===== src/hw/rtl/adcseq_pkg.sv =====
// Shared types, constants and register codes for the converter sample sequencer.
`timescale 1ns / 1ps

package adcseq_pkg;

  // Default for the converter resolution parameter of the top level.
  localparam int unsigned ADC_BITS_DEF = 12;

  // Field and register widths.
  localparam int unsigned SAMPLE_IN_W = 12;
  localparam int unsigned PERIOD_W    = 16;
  localparam int unsigned TIMEOUT_W   = 8;
  localparam int unsigned OFFSET_W    = 12;
  localparam int unsigned CUR_W       = 11;
  localparam int unsigned CFG_IDX_W   = 2;
  localparam int unsigned CFG_DATA_W  = 16;

  // Register values after reset.
  localparam logic [PERIOD_W-1:0]  PERIOD_RST  = PERIOD_W'(100);
  localparam logic [TIMEOUT_W-1:0] TIMEOUT_RST = TIMEOUT_W'(10);
  localparam logic [OFFSET_W-1:0]  OFFSET_RST  = '0;

  // Wait counter saturates at its all-ones value.
  localparam logic [TIMEOUT_W-1:0] WAIT_MAX = '1;

  // Scaling of a converter reading to mA: diff * 1636 / 573 / 10. The two truncating
  // divisions equal one division by 5730, which is done as a multiplication by a
  // rounded-up reciprocal. With a 25-bit shift the error stays below one step of the
  // divisor for every 12-bit difference, so the quotient is exact.
  localparam int unsigned MA_SCALE_X10 = 1636;
  localparam int unsigned ADC_REF      = 573;
  localparam int unsigned TENTHS       = 10;
  localparam int unsigned MA_DIV       = ADC_REF * TENTHS;
  localparam int unsigned MA_SHIFT     = 25;
  localparam int unsigned MA_RECIP_W   = 24;
  localparam logic [MA_RECIP_W-1:0] MA_RECIP =
      MA_RECIP_W'(((64'(MA_SCALE_X10) << MA_SHIFT) + 64'(MA_DIV) - 64'd1) / 64'(MA_DIV));
  localparam int unsigned MA_PROD_W    = OFFSET_W + MA_RECIP_W;

  // Configuration register indexes.
  typedef enum logic [CFG_IDX_W-1:0] {
    CFG_SAMPLE_PERIOD = 2'd0,
    CFG_TIMEOUT       = 2'd1,
    CFG_ZERO_OFFSET   = 2'd2
  } cfg_idx_e;

  // Kinds of input item; the fourth code changes nothing.
  typedef enum logic [1:0] {
    MODE_TICK  = 2'd0,
    MODE_DONE  = 2'd1,
    MODE_ERROR = 2'd2
  } mode_e;

  // Sequencer phase, one-hot.
  typedef enum logic [1:0] {
    PH_IDLE = 2'b01,
    PH_WAIT = 2'b10
  } phase_e;

  // Configuration seen by the sequencer.
  typedef struct packed {
    logic [PERIOD_W-1:0]  sample_period_ticks;
    logic [TIMEOUT_W-1:0] timeout_ticks;
    logic [OFFSET_W-1:0]  zero_offset;
  } cfg_t;

  // One input item as held in the input register.
  typedef struct packed {
    logic [1:0]             mode;
    logic [SAMPLE_IN_W-1:0] sample_in;
    logic                   busy_elsewhere;
    logic                   owner_lost;
    logic                   start_ok;
  } item_t;

  // One result item as held in the result register.
  typedef struct packed {
    logic             claim_adc;
    logic             start_conversion;
    logic             stop_conversion;
    logic             release_adc;
    logic             current_valid;
    logic [CUR_W-1:0] current_ma;
    logic             waiting;
  } result_t;

endpackage


===== src/hw/rtl/adcseq_cfg_regs.sv =====
// Configuration register bank of the converter sample sequencer.
`timescale 1ns / 1ps

module adcseq_cfg_regs import adcseq_pkg::*; (
  input  logic                  clk_i,
  input  logic                  rst_ni,
  input  logic                  cfg_valid_i,
  output logic                  cfg_ready_o,
  input  logic [CFG_IDX_W-1:0]  cfg_index_i,
  input  logic [CFG_DATA_W-1:0] cfg_data_i,
  output cfg_t                  cfg_o
);

  logic [PERIOD_W-1:0]  period_q, period_d;
  logic [TIMEOUT_W-1:0] timeout_q, timeout_d;
  logic [OFFSET_W-1:0]  offset_q, offset_d;

  // Writes are always taken; an index beyond the list is dropped.
  assign cfg_ready_o = 1'b1;

  always_comb begin
    period_d  = period_q;
    timeout_d = timeout_q;
    offset_d  = offset_q;
    if (cfg_valid_i) begin
      unique case (cfg_idx_e'(cfg_index_i))
        CFG_SAMPLE_PERIOD: period_d  = cfg_data_i[PERIOD_W-1:0];
        CFG_TIMEOUT:       timeout_d = cfg_data_i[TIMEOUT_W-1:0];
        CFG_ZERO_OFFSET:   offset_d  = cfg_data_i[OFFSET_W-1:0];
        default: ;
      endcase
    end
  end

  always_ff @(posedge clk_i or negedge rst_ni) begin
    if (!rst_ni) begin
      period_q  <= PERIOD_RST;
      timeout_q <= TIMEOUT_RST;
      offset_q  <= OFFSET_RST;
    end else begin
      period_q  <= period_d;
      timeout_q <= timeout_d;
      offset_q  <= offset_d;
    end
  end

  assign cfg_o.sample_period_ticks = period_q;
  assign cfg_o.timeout_ticks       = timeout_q;
  assign cfg_o.zero_offset         = offset_q;

endmodule


===== src/hw/rtl/adcseq_ma_conv.sv =====
// Conversion of a latched converter reading to a current in milliamperes.
`timescale 1ns / 1ps

module adcseq_ma_conv import adcseq_pkg::*; #(
  parameter int unsigned SampleW = SAMPLE_IN_W
) (
  input  logic [SampleW-1:0]  sample_i,
  input  logic [OFFSET_W-1:0] offset_i,
  output logic [CUR_W-1:0]    ma_o
);

  logic [OFFSET_W-1:0]  sample_ext;
  logic [OFFSET_W-1:0]  diff;
  logic [MA_PROD_W-1:0] prod;

  assign sample_ext = OFFSET_W'(sample_i);
  assign diff       = sample_ext - offset_i;
  assign prod       = MA_PROD_W'(diff) * MA_PROD_W'(MA_RECIP);

  // Readings at or below the offset mean no current.
  assign ma_o = (sample_ext <= offset_i) ? '0 : prod[MA_SHIFT +: CUR_W];

endmodule


===== src/hw/rtl/adcseq_ctrl.sv =====
// Input register, sequencer state and result register of the converter sample sequencer.
`timescale 1ns / 1ps

module adcseq_ctrl import adcseq_pkg::*; #(
  parameter int unsigned AdcBits = ADC_BITS_DEF
) (
  input  logic    clk_i,
  input  logic    rst_ni,
  input  cfg_t    cfg_i,
  input  logic    in_valid_i,
  output logic    in_ready_o,
  input  item_t   item_i,
  output logic    out_valid_o,
  input  logic    out_ready_i,
  output result_t result_o
);

  localparam int unsigned SampleW = (AdcBits < SAMPLE_IN_W) ? AdcBits : SAMPLE_IN_W;

  logic    in_vld_q, in_vld_d;
  item_t   in_q;
  logic    out_vld_q, out_vld_d;
  result_t res_q, res_d;
  logic    adv;

  phase_e               phase_q, phase_d;
  logic [PERIOD_W-1:0]  sample_count_q, sample_count_d;
  logic [TIMEOUT_W-1:0] wait_count_q, wait_count_d, wait_inc;
  logic                 ready_flag_q, ready_flag_d;
  logic                 error_flag_q, error_flag_d;
  logic [SampleW-1:0]   latched_q, latched_d;
  logic [CUR_W-1:0]     last_current_q, last_current_d;
  logic [CUR_W-1:0]     conv_ma;

  // The held item moves on when the result register is empty or being emptied.
  assign adv        = in_vld_q && (!out_vld_q || out_ready_i);
  assign in_ready_o = !in_vld_q || adv;

  always_comb begin
    in_vld_d = in_vld_q;
    if (in_valid_i && in_ready_o) begin
      in_vld_d = 1'b1;
    end else if (adv) begin
      in_vld_d = 1'b0;
    end
    out_vld_d = out_vld_q;
    if (adv) begin
      out_vld_d = 1'b1;
    end else if (out_ready_i) begin
      out_vld_d = 1'b0;
    end
  end

  adcseq_ma_conv #(
    .SampleW (SampleW)
  ) u_ma_conv (
    .sample_i (latched_q),
    .offset_i (cfg_i.zero_offset),
    .ma_o     (conv_ma)
  );

  assign wait_inc = (wait_count_q < WAIT_MAX) ? wait_count_q + TIMEOUT_W'(1) : wait_count_q;

  always_comb begin
    phase_d        = phase_q;
    sample_count_d = sample_count_q;
    wait_count_d   = wait_count_q;
    ready_flag_d   = ready_flag_q;
    error_flag_d   = error_flag_q;
    latched_d      = latched_q;
    last_current_d = last_current_q;
    res_d          = '0;

    unique case (in_q.mode)
      MODE_DONE: begin
        latched_d    = in_q.sample_in[SampleW-1:0];
        ready_flag_d = 1'b1;
      end
      MODE_ERROR: begin
        error_flag_d = 1'b1;
      end
      MODE_TICK: begin
        if (phase_q == PH_IDLE) begin
          if (sample_count_q < cfg_i.sample_period_ticks) begin
            sample_count_d = sample_count_q + PERIOD_W'(1);
          end else begin
            sample_count_d = '0;
            if (!in_q.busy_elsewhere && in_q.start_ok) begin
              ready_flag_d           = 1'b0;
              error_flag_d           = 1'b0;
              wait_count_d           = '0;
              res_d.claim_adc        = 1'b1;
              res_d.start_conversion = 1'b1;
              phase_d                = PH_WAIT;
            end
          end
        end else begin
          priority if (in_q.owner_lost) begin
            ready_flag_d = 1'b0;
            error_flag_d = 1'b0;
            phase_d      = PH_IDLE;
          end else if (ready_flag_q) begin
            ready_flag_d          = 1'b0;
            res_d.stop_conversion = 1'b1;
            res_d.release_adc     = 1'b1;
            res_d.current_valid   = 1'b1;
            last_current_d        = conv_ma;
            phase_d               = PH_IDLE;
          end else if (error_flag_q) begin
            error_flag_d          = 1'b0;
            res_d.stop_conversion = 1'b1;
            res_d.release_adc     = 1'b1;
            phase_d               = PH_IDLE;
          end else begin
            wait_count_d = wait_inc;
            if (wait_inc >= cfg_i.timeout_ticks) begin
              res_d.stop_conversion = 1'b1;
              res_d.release_adc     = 1'b1;
              phase_d               = PH_IDLE;
            end
          end
        end
      end
      default: ;
    endcase

    res_d.current_ma = last_current_d;
    res_d.waiting    = (phase_d == PH_WAIT);
  end

  always_ff @(posedge clk_i or negedge rst_ni) begin
    if (!rst_ni) begin
      in_vld_q       <= 1'b0;
      out_vld_q      <= 1'b0;
      phase_q        <= PH_IDLE;
      sample_count_q <= PERIOD_RST;
      wait_count_q   <= '0;
      ready_flag_q   <= 1'b0;
      error_flag_q   <= 1'b0;
      latched_q      <= '0;
      last_current_q <= '0;
    end else begin
      in_vld_q  <= in_vld_d;
      out_vld_q <= out_vld_d;
      if (adv) begin
        phase_q        <= phase_d;
        sample_count_q <= sample_count_d;
        wait_count_q   <= wait_count_d;
        ready_flag_q   <= ready_flag_d;
        error_flag_q   <= error_flag_d;
        latched_q      <= latched_d;
        last_current_q <= last_current_d;
      end
    end
  end

  always_ff @(posedge clk_i) begin
    if (in_valid_i && in_ready_o) begin
      in_q <= item_i;
    end
    if (adv) begin
      res_q <= res_d;
    end
  end

  assign out_valid_o = out_vld_q;
  assign result_o    = res_q;

  // A stalled result freezes the sequencer state.
  a_stall_holds_phase: assert property (@(posedge clk_i) disable iff (!rst_ni)
    out_vld_q && !out_ready_i |=> $stable(phase_q))
    else $error("phase moved while the result register was stalled");

  // The reported phase is the phase that the item left behind.
  a_waiting_matches_phase: assert property (@(posedge clk_i) disable iff (!rst_ni)
    adv |=> res_q.waiting == (phase_q == PH_WAIT))
    else $error("reported phase differs from the stored phase");

  // A new measurement only comes with the converter being stopped and released.
  a_valid_with_release: assert property (@(posedge clk_i) disable iff (!rst_ni)
    out_vld_q && res_q.current_valid |-> res_q.stop_conversion && res_q.release_adc
      && !res_q.waiting)
    else $error("measurement reported without stop and release");

  // A claim always starts a conversion and enters the waiting phase.
  a_claim_enters_wait: assert property (@(posedge clk_i) disable iff (!rst_ni)
    out_vld_q && res_q.claim_adc |-> res_q.start_conversion && res_q.waiting
      && !res_q.stop_conversion)
    else $error("claim without start or without entering the waiting phase");

endmodule


===== src/hw/rtl/adc_sample_sequencer_timeout.sv =====
// Top level of the periodic converter sampler with timeout.
`timescale 1ns / 1ps

// Periodic sampler for a converter shared with other users. Each input transfer is a
// tick, a conversion-complete event with a 12-bit sample, or a conversion-error event,
// and each one yields exactly one result transfer with the claim, start, stop and
// release pulses, the last measured current in mA and the phase after the item. In the
// idle phase a tick counter runs up to the sample period and then the block claims the
// converter and starts a conversion, unless another user holds it busy or the start
// fails. In the waiting phase each tick checks, in this order, for lost ownership, a
// ready sample, a conversion error and the timeout. A ready sample is turned into
// (sample - zero_offset) * 1636 / 573 / 10 mA, or 0 at or below the offset; the
// scaling is a single multiplication by a fixed reciprocal. The block takes one input
// transfer in every clock cycle; each item waits in the input register, and the single
// state update between the input register and the result register loads its result.
// That update sets the rate, and it stalls only while the result register is full and
// not being taken. Configuration writes are accepted in every cycle and are meant to
// happen only while no item is in flight. Only the low AdcBits bits of the sample are
// used.

module adc_sample_sequencer_timeout import adcseq_pkg::*; #(
  parameter int unsigned AdcBits = ADC_BITS_DEF
) (
  input  logic                   clk_i,
  input  logic                   rst_ni,
  // Configuration write channel
  input  logic                   cfg_valid_i,
  output logic                   cfg_ready_o,
  input  logic [CFG_IDX_W-1:0]   cfg_index_i,
  input  logic [CFG_DATA_W-1:0]  cfg_data_i,
  // Input channel
  input  logic                   in_valid_i,
  output logic                   in_ready_o,
  input  logic [1:0]             mode_i,
  input  logic [SAMPLE_IN_W-1:0] sample_in_i,
  input  logic                   busy_elsewhere_i,
  input  logic                   owner_lost_i,
  input  logic                   start_ok_i,
  // Result channel
  output logic                   out_valid_o,
  input  logic                   out_ready_i,
  output logic                   claim_adc_o,
  output logic                   start_conversion_o,
  output logic                   stop_conversion_o,
  output logic                   release_adc_o,
  output logic                   current_valid_o,
  output logic [CUR_W-1:0]       current_ma_o,
  output logic                   waiting_o
);

  cfg_t    cfg;
  item_t   item;
  result_t result;

  adcseq_cfg_regs u_cfg_regs (
    .clk_i       (clk_i),
    .rst_ni      (rst_ni),
    .cfg_valid_i (cfg_valid_i),
    .cfg_ready_o (cfg_ready_o),
    .cfg_index_i (cfg_index_i),
    .cfg_data_i  (cfg_data_i),
    .cfg_o       (cfg)
  );

  // Gather the input fields into one item.
  assign item.mode           = mode_i;
  assign item.sample_in      = sample_in_i;
  assign item.busy_elsewhere = busy_elsewhere_i;
  assign item.owner_lost     = owner_lost_i;
  assign item.start_ok       = start_ok_i;

  adcseq_ctrl #(
    .AdcBits (AdcBits)
  ) u_ctrl (
    .clk_i       (clk_i),
    .rst_ni      (rst_ni),
    .cfg_i       (cfg),
    .in_valid_i  (in_valid_i),
    .in_ready_o  (in_ready_o),
    .item_i      (item),
    .out_valid_o (out_valid_o),
    .out_ready_i (out_ready_i),
    .result_o    (result)
  );

  // Spread the registered result over the output fields.
  assign claim_adc_o        = result.claim_adc;
  assign start_conversion_o = result.start_conversion;
  assign stop_conversion_o  = result.stop_conversion;
  assign release_adc_o      = result.release_adc;
  assign current_valid_o    = result.current_valid;
  assign current_ma_o       = result.current_ma;
  assign waiting_o          = result.waiting;

endmodule


===== config.mk =====
export PLATFORM = sky130hd
export DESIGN_NAME = adc_sample_sequencer_timeout
export DESIGN_NICKNAME = d
export VERILOG_FILES = /design/src/hw/rtl/adcseq_pkg.sv /design/src/hw/rtl/adcseq_cfg_regs.sv /design/src/hw/rtl/adcseq_ma_conv.sv /design/src/hw/rtl/adcseq_ctrl.sv /design/src/hw/rtl/adc_sample_sequencer_timeout.sv
export SDC_FILE = /design/constraint.sdc
export NUM_CORES = 1
export LEC_CHECK = 0
export BUFFER_PORTS_ARGS = -buffer_cell sky130_fd_sc_hd__buf_2
export CORE_UTILIZATION = 62
export DETAILED_ROUTE_END_ITERATION = 6
export PLACE_DENSITY = 0.83
export SLEW_MARGIN = 20
export SYNTH_ARGS = -nofsm -noshare
export SYNTH_HDL_FRONTEND = slang
export SYNTH_HIERARCHICAL = 1
export SYNTH_SLANG_ARGS = --single-unit

===== constraint.sdc =====
create_clock -name clk_i -period 10.6 [get_ports clk_i]
set_input_delay 1.06 -clock clk_i [delete_from_list [all_inputs] [get_ports clk_i]]
set_output_delay 1.06 -clock clk_i [all_outputs]
set_load 0.05 [all_outputs]

==> results.yml <==
status:
  status: "complete, no violations"
clock_network:
  path_clk_slew_ps: 60
  cts_resized: 0
  clock-root-buffer: "clkbuf_16"
  cts_tree: "yes"
  post-cts-setup-buffer-count: 0
  clk-insertion-delay-late_ps: 420
  max-clock-path-buffers: 2
  cts_buffers: 17
  cts_hold_buffers: 0
  cts_sinks: 121
  htree_levels: 4
floorplanning:
  initial_core_util: 0.632
  die_w_um: 126
  die_y_um: 126
  top_level_ports: 60
  die_area_mm2: 0.0159
  rows: 45
  core_area_mm2: 0.0151
finish:
  nets: 1199
  area_growth_pct: 10.5
  drive_gt1_frac: 0.184
  utilization: 0.698
  fill_cells: 1035
  diodes: 0
worst_setup_path:
  arrival_ps: 8270
  cp_common_cell: "inv_1"
  worst_setup_path_start_kind: "register"
  critPathMaxFanout: 5
  max_stage_delay_ps: 570
  cp-startpoint: "u_ctrl/latched_q[0]"
  worstPathRequired_ps: 10770
  reg2reg_from: "u_ctrl/latched_q[0]"
  crit_slowest_cell: "fa_1"
  critPathCaptureType: "register"
  critPathKind: "register to register"
logic_synthesis:
  yosysMostFrequentCell: "inv_1"
  async_flop_share: 0.736
  synth-edff-count: 32
  ys_types: 76
  ys_warn_count: 6
  synthesis.area_mm2: 0.00957
  synthTopCellsByArea: "dfrtp_1 (21%), ha_1 (18%), edfxtp_1 (10%), fa_1 (9.2%), mux2_2 (6.8%)"
  synth_seq_cells: 121
  syn_inst: 918
  synth_top_area_frac: 0.209
  avgSynthCellArea_um2: 10.4
  synthTopCellsByCount: "inv_1 (151), ha_1 (135), dfrtp_1 (80)"
  synth-main-ff-cell: "dfrtp_1"
  yosysTopAreaCell: "dfrtp_1"
  seq_area_frac_synth: 0.334
  synthesis.nets: 1137
global_routing:
  antenna_found_initial: 0
  track_usage: 0.284
  grt_pass1_vias: 7291
  grt_max_degree: 82
  grt_pass1_wl_mm: 34.8
  grt_overflow_total: 0
routing:
  firstDrtPassIters: 5
  detail-route-antenna-nets: 0
  routed_wl_mm: 20.7
  drc: 0
  wl_per_cell_um: 17.6
  vias: 6968
  drtIter0Drc: 411
  via_per_inst: 5.90
timing:
  tns_ps: 0
  setup_viol: 0
  worst_pin_slew_ps: 1090
  fmax_ghz: 0.123
  skew_ps: 7.61
  rsz0062_at_grt: "false"
  slew_viol_final: 0
  final_hold_viol_count: 0
  finalCritPeriodShare: 0.765
  maxSlewHeadroom: 0.271
  period_minus_slack_ps: 8110
job:
  max_cap_viol_count: 0
placement:
  dp_hpwl_mm: 15.7
  gp_congestion: 0.844
  port_buffers: 58
hold_path:
  hold_class: "primary input to async pin"
[final timing paths]
kind / depth (start not counted) / to / slack [ps]
max: 30 / u_ctrl/result_o[11] / 2490
min: 1 / u_ctrl/last_current_q[4] / 460
max reg2reg: 30 / u_ctrl/result_o[11] / 2490
min reg2reg: 2 / u_ctrl/last_current_q[1] / 470
max in group asynchronous: 2 / u_cfg_regs/timeout_q[4] / 9210
min in group clk_i: 2 / u_ctrl/last_current_q[1] / 470
[sequential cells by signal, indices dropped and copies added (netlist names), 2 cells and up]
signal / count
u_ctrl/phase_q: 2
u_ctrl/latched_q: 12
u_ctrl/last_current_q: 11
u_cfg_regs/timeout_q: 8
u_ctrl/sample_count_q: 16
u_ctrl/in_q: 17
u_ctrl/wait_count_q: 8
u_cfg_regs/offset_q: 12
u_cfg_regs/period_q: 16
u_ctrl/result_o: 15
[per-layer routing]
layer | track usage | wire length [µm]
met4 | 0.126 | 668
met1 | 0.354 | 8910
met3 | 0.0552 | 990
met5 | 0 | 0
met2 | 0.480 | 10200
[cells by family (layout without fill, tap and decap cells)]
family | Yosys count | count (layout) | share of synthesized area
AO/OA/AOI/OAI | 126 | 126 | 0.0973
adder cells (fa/ha/maj) | 179 | 179 | 0.269
multiplexers | 71 | 71 | 0.0822
AND/OR/NAND/NOR | 223 | 223 | 0.121
other | 1 | 1 | 0.000392
XOR/XNOR | 28 | 28 | 0.0256
buffers and inverters | 169 | 244 | 0.0703
flip-flops | 121 | 121 | 0.334
[placed cells by master, fill, tap and decap left out, types with 4 or more instances in the layout]
cell       count
edfxtp_1      32
nor3b_1        4
a21oi_1       28
mux2_2        58
nor2_1        45
nand2b_1       9
dfrtp_1       80
a21o_1        11
nand4_1       12
xor2_1         9
mux2i_1       10
nand2_1       74
clkbuf_16     17
dfstp_2        9
a31oi_1       13
ha_1         135
or3_1          5
xnor2_1       19
and3_1         7
fa_1          44
nor3_1        16
a211oi_1       9
nand3_1       13
o211ai_1       6
o21ai_0       17
nor4_1         8
and2_1         7
inv_1        151
buf_2         57
[metrics by stage]
step / hold WS (ps) / setup slack (ps) / instances / cell area, µm²
finish: 459 / 2490 / 1181 / 10600
global route: 452 / 1870 / 1181 / 10600
CTS: 456 / 2570 / 1181 / 10600
detailed placement: 459 / 2590 / 1149 / 10000
global placement: 453 / 2820 / 1149 / 10000
floorplan: 439 / 3200 / 918 / 9570
[worst max-delay path, delay by kind of cell (launching register included)]
kind                     cells  cell delay [ps]
adder cells (fa/ha/maj)      8             3320
AO/OA/AOI/OAI               11             2570
multiplexers                 2              610
buffers and inverters        7              500
XOR/XNOR                     2              480
flip-flops                   1              370
[cell type report]
class | count | area, µm² | area share
sequential | 121 | 3200 | 0.302
inverter | 152 | 571 | 0.0539
clock inverter | 13 | 120 | 0.0114
tap | 188 | 235 | 0.0222
clock buffer | 19 | 443 | 0.0419
multi-input combinational | 628 | 5700 | 0.539
timing repair buffer | 60 | 312 | 0.0295
Power is not shown: default switching activity piles up to over one toggle a cycle in this logic, so the estimate is an artifact.
